**src/hw/rtl/deq_pkg.sv**
```systemverilog
package deq_pkg;

   // Field widths of the request and response transactions.
   localparam int ACTION_W    = 2;
   localparam int VALUE_W     = 32;
   localparam int COUNT_OUT_W = 7;
   localparam int FAULT_W     = 2;

   // Action codes.
   localparam logic [ACTION_W-1:0] ACT_PUSH_BACK  = 2'd0;
   localparam logic [ACTION_W-1:0] ACT_PUSH_FRONT = 2'd1;
   localparam logic [ACTION_W-1:0] ACT_POP_FRONT  = 2'd2;
   localparam logic [ACTION_W-1:0] ACT_POP_BACK   = 2'd3;

   // Fault codes.
   localparam logic [FAULT_W-1:0] FAULT_NONE  = 2'd0;
   localparam logic [FAULT_W-1:0] FAULT_EMPTY = 2'd1;
   localparam logic [FAULT_W-1:0] FAULT_FULL  = 2'd2;

   typedef struct packed {
      logic [ACTION_W-1:0]       action;
      logic signed [VALUE_W-1:0] item_value;
   } deq_req_type;

   typedef struct packed {
      logic signed [VALUE_W-1:0] front_value;
      logic signed [VALUE_W-1:0] back_value;
      logic [COUNT_OUT_W-1:0]    entry_count;
      logic                      is_empty;
      logic [FAULT_W-1:0]        fault;
   } deq_rsp_type;

   // Shift and write commands broadcast to every cell of the chain.
   typedef struct packed {
      logic head_insert;
      logic head_remove;
      logic tail_write;
   } deq_cell_ctrl_type;

endpackage

```
**src/hw/rtl/deq_cell.sv**
```systemverilog
module deq_cell (
   input  logic                                 clock,
   input  deq_pkg::deq_cell_ctrl_type           ctrl,
   input  logic                                 write_sel,
   input  logic signed [deq_pkg::VALUE_W-1:0]   item_value,
   input  logic signed [deq_pkg::VALUE_W-1:0]   prev_data,
   input  logic signed [deq_pkg::VALUE_W-1:0]   next_data,
   output logic signed [deq_pkg::VALUE_W-1:0]   data
);
   import deq_pkg::*;

   logic signed [VALUE_W-1:0] data_ff;
   logic signed [VALUE_W-1:0] data_in;

   // A push at the front moves every entry one cell toward the back, a pop at the
   // front moves them one cell toward the front, and a push at the back writes
   // only the cell just past the last entry.
   always_comb begin
      if (ctrl.head_insert) begin
         data_in = prev_data;
      end else if (ctrl.head_remove) begin
         data_in = next_data;
      end else if (ctrl.tail_write && write_sel) begin
         data_in = item_value;
      end else begin
         data_in = data_ff;
      end
   end

   always_ff @(posedge clock) begin
      data_ff <= data_in;
   end

   assign data = data_ff;

endmodule

```
**config.mk**
```make
export PLATFORM = sky130hd
export DESIGN_NAME = deq_cell
export DESIGN_NICKNAME = d
export VERILOG_FILES = /design/src/hw/rtl/deq_pkg.sv /design/src/hw/rtl/deq_cell.sv
export SDC_FILE = /design/constraint.sdc
export NUM_CORES = 1
export LEC_CHECK = 0
export ABC_CLOCK_PERIOD_IN_PS = 1600
export BUFFER_PORTS_ARGS = -buffer_cell sky130_fd_sc_hd__buf_2
export CORE_MARGIN = 2
export CORE_UTILIZATION = 35
export CTS_CLUSTER_DIAMETER = 50
export DETAILED_ROUTE_END_ITERATION = 10
export GPL_TIMING_DRIVEN = 0
export HOLD_SLACK_MARGIN = 0.15
export MAX_ROUTING_LAYER = met4
export PLACE_DENSITY = 0.76
export SYNTH_ARGS = -nofsm -noshare
export SYNTH_HDL_FRONTEND = slang
export SYNTH_SLANG_ARGS = --single-unit
```
**constraint.sdc**
```tcl
create_clock -name clock -period 1.6 [get_ports clock]
set_clock_uncertainty 0.1 [all_clocks]
set_input_delay 0.16 -clock clock [delete_from_list [all_inputs] [get_ports clock]]
set_output_delay 0.16 -clock clock [all_outputs]
set_load 0.02 [all_outputs]
```
==> metrics <==
final hold viol count 0; Critical Path End Type flip-flop; status finished clean; max reg flops 32; maxcap violations 0; met1 usage 19.4%; clock group share of total power 30.3%; largest net degree at the start of global routing 33; cell area after synthesis 1680 µm²; vias in the first global route 1764; CTS tree yes; gpl congestion 0.673; PwrDens 822 nW/µm²; GRT Residual Overflow 0; P_leak 1.51 nW; Synth cell types 10; syn avg cell area 12.0 µm²; io pins 133; Top Usage Layer GRT met2; Synth-to-Final Area Change 82.8%; WP data arrival 1.51 ns; Switch Pwr 661 µW; die height 73.2 µm; Max VDD drop 0.459 mV; Fin Setup TNS 0 ns; fin crit share 98.6%; Setup-failing EPs final 0; critical path class in -> reg; top post-synthesis cells by area edfxtp_1 57%, mux2i_1 19%, o21ai_1 8.7%; Max Buffers Root-to-Sink 2; Sink Count 32; Final Critical Period 1.58 ns; Chip Width 73.2 µm; vias per cell 4.71; initial core utilization 35.9%; syn nets 241; fmax 634 MHz; Yosys top cell by area edfxtp_1; core box area 4660 µm²; Relative slew margins 53.4%; Slew @ Worst Pin 0.699 ns; number of buffers added on ports 130; Switching Fraction 26.3%; total die area 5360 µm²; drt drc 0; critical path startpoint category input port; P_int 1.86 mW; Crit Path Max Fanout 1; CTS buffer count 5; global-route wire length before repair 7620 µm; row count 25; GRT Util Overall 19.3%; first drt pass iteration count 4; NumNets Final 434; Antenna Nets Post-Route 0; Comb power frac 27.3%; layout cell share with drive strength beyond 1 44.3%; DR WL/cell 13.3 µm; Hold Path Class in -> reg; Slew Limit Fails 0; Required @ worst endpoint 1.53 ns; number of DRC markers in iteration 0 116; Synth top area share 57.4%; yosys warns 0; gate count of the mapped netlist 140; Clock Tree Root clkbuf_8; RSZ-0062 raised after global routing no; n_diodes 0; dpl cell area 2390 µm²; Reg clk slew, reported paths 0.07 ns; Seq cells post-synth 32; Final Instance Area 3060 µm²; Design Power 2.52 mW; Reg power frac 42.4%; met2 global-route usage 35.6%; via count 1829; hpwl dp 3350 µm; Routed WL 5170 µm; sequential area share after synthesis 57.4%; initial antenna violation count 0; H-tree levels 2; Setup Fix Bufs, Post-CTS 0; met3 usage 4.97%
## layout make-up
cell class	instances	area, µm²
multi-input cells	97	611
flip-flops and latches	32	961
plain buffers	11	105
repair buffers	186	1210
well taps	54	67.6
clock inverters	2	35.0
clock buffers	6	72.6
fillers	360	1600
## power by group through the flow
| stage | Combinational (mW) | Clock [mW] | Sequential [mW] |
|---|---|---|---|
| floorplan | 0.165 | 0 | 1.22 |
| global placement | 0.542 | 0 | 1.08 |
| detailed placement | 0.553 | 0 | 1.08 |
| CTS | 0.686 | 0.777 | 1.07 |
| global route | 0.740 | 0.811 | 1.08 |
| finish | 0.687 | 0.763 | 1.07 |
## metal layers
metal / vias to the layer above / share of wire [%]
met2: 93 / 52
met4: 0 / 2.1
met3: 10 / 7.2
li1: 893 / -
met5: - / 0
met1: 833 / 38
## logic make-up (layout without fill, tap and decap cells)
family	Yosys count	after routing	share of synthesized area, %
AOI/OAI and AO/OA	33	33	10.1
buffers and inverters	11	205	6.27
DFF	32	32	57.4
muxes	32	32	19.1
and+or+nand+nor	32	32	7.17
## worst max-delay path: stages
cell and delay [ns]:
dlygate4sd3_1 0.55, buf_2 0.13, nand2_1 0.05, o21ai_1 0.06, dlygate4sd3_1 0.57
## cell usage in the layout, fill, tap and decap left out, drive strengths merged
| cell | instances |
|---|---|
| a211o | 1 |
| buf | 140 |
| bufinv | 1 |
| clkbuf | 7 |
| clkinv | 1 |
| dlygate4sd3 | 56 |
| edfxtp | 32 |
| mux2i | 32 |
| nand2 | 32 |
| o21ai | 32 |
## cells in the mapped netlist
cell and count:
a211o_1 1, buf_12 3, buf_2 6, buf_6 1, clkbuf_1 1, edfxtp_1 32, mux2i_1 32, nand2_1 32
o21ai_0 3, o21ai_1 29
## worst paths after layout
path | start | end | slack [ns] | cells after the start
max | prev_data[15] | data[15] | 0.02 | 5
min | item_value[8] | data[8] | 0.15 | 3
## timing repair
action                                 in CTS  in global routing
endpoints found under the hold margin      32                  0
hold buffers                               56                  0
gates resized for setup                     0                  0
## through the flow
| stage | worst slack, ns | utilization (%) | hold slack [ns] | std cells |
|---|---|---|---|---|
| 2_1_floorplan | 0.228 | - | 0.251 | 140 |
| 3_3_place_gp | 0.0857 | 51.4 | 0.341 | 324 |
| 3_5_place_dp | 0.0582 | 51.4 | 0.348 | 324 |
| 4_1_cts | 0.0608 | 65.7 | 0.152 | 388 |
| 5_1_grt | 0.0114 | 65.7 | 0.165 | 388 |
| 6_report | 0.0223 | 65.7 | 0.146 | 388 |
Note: power is estimated with default switching activity, not from simulation.
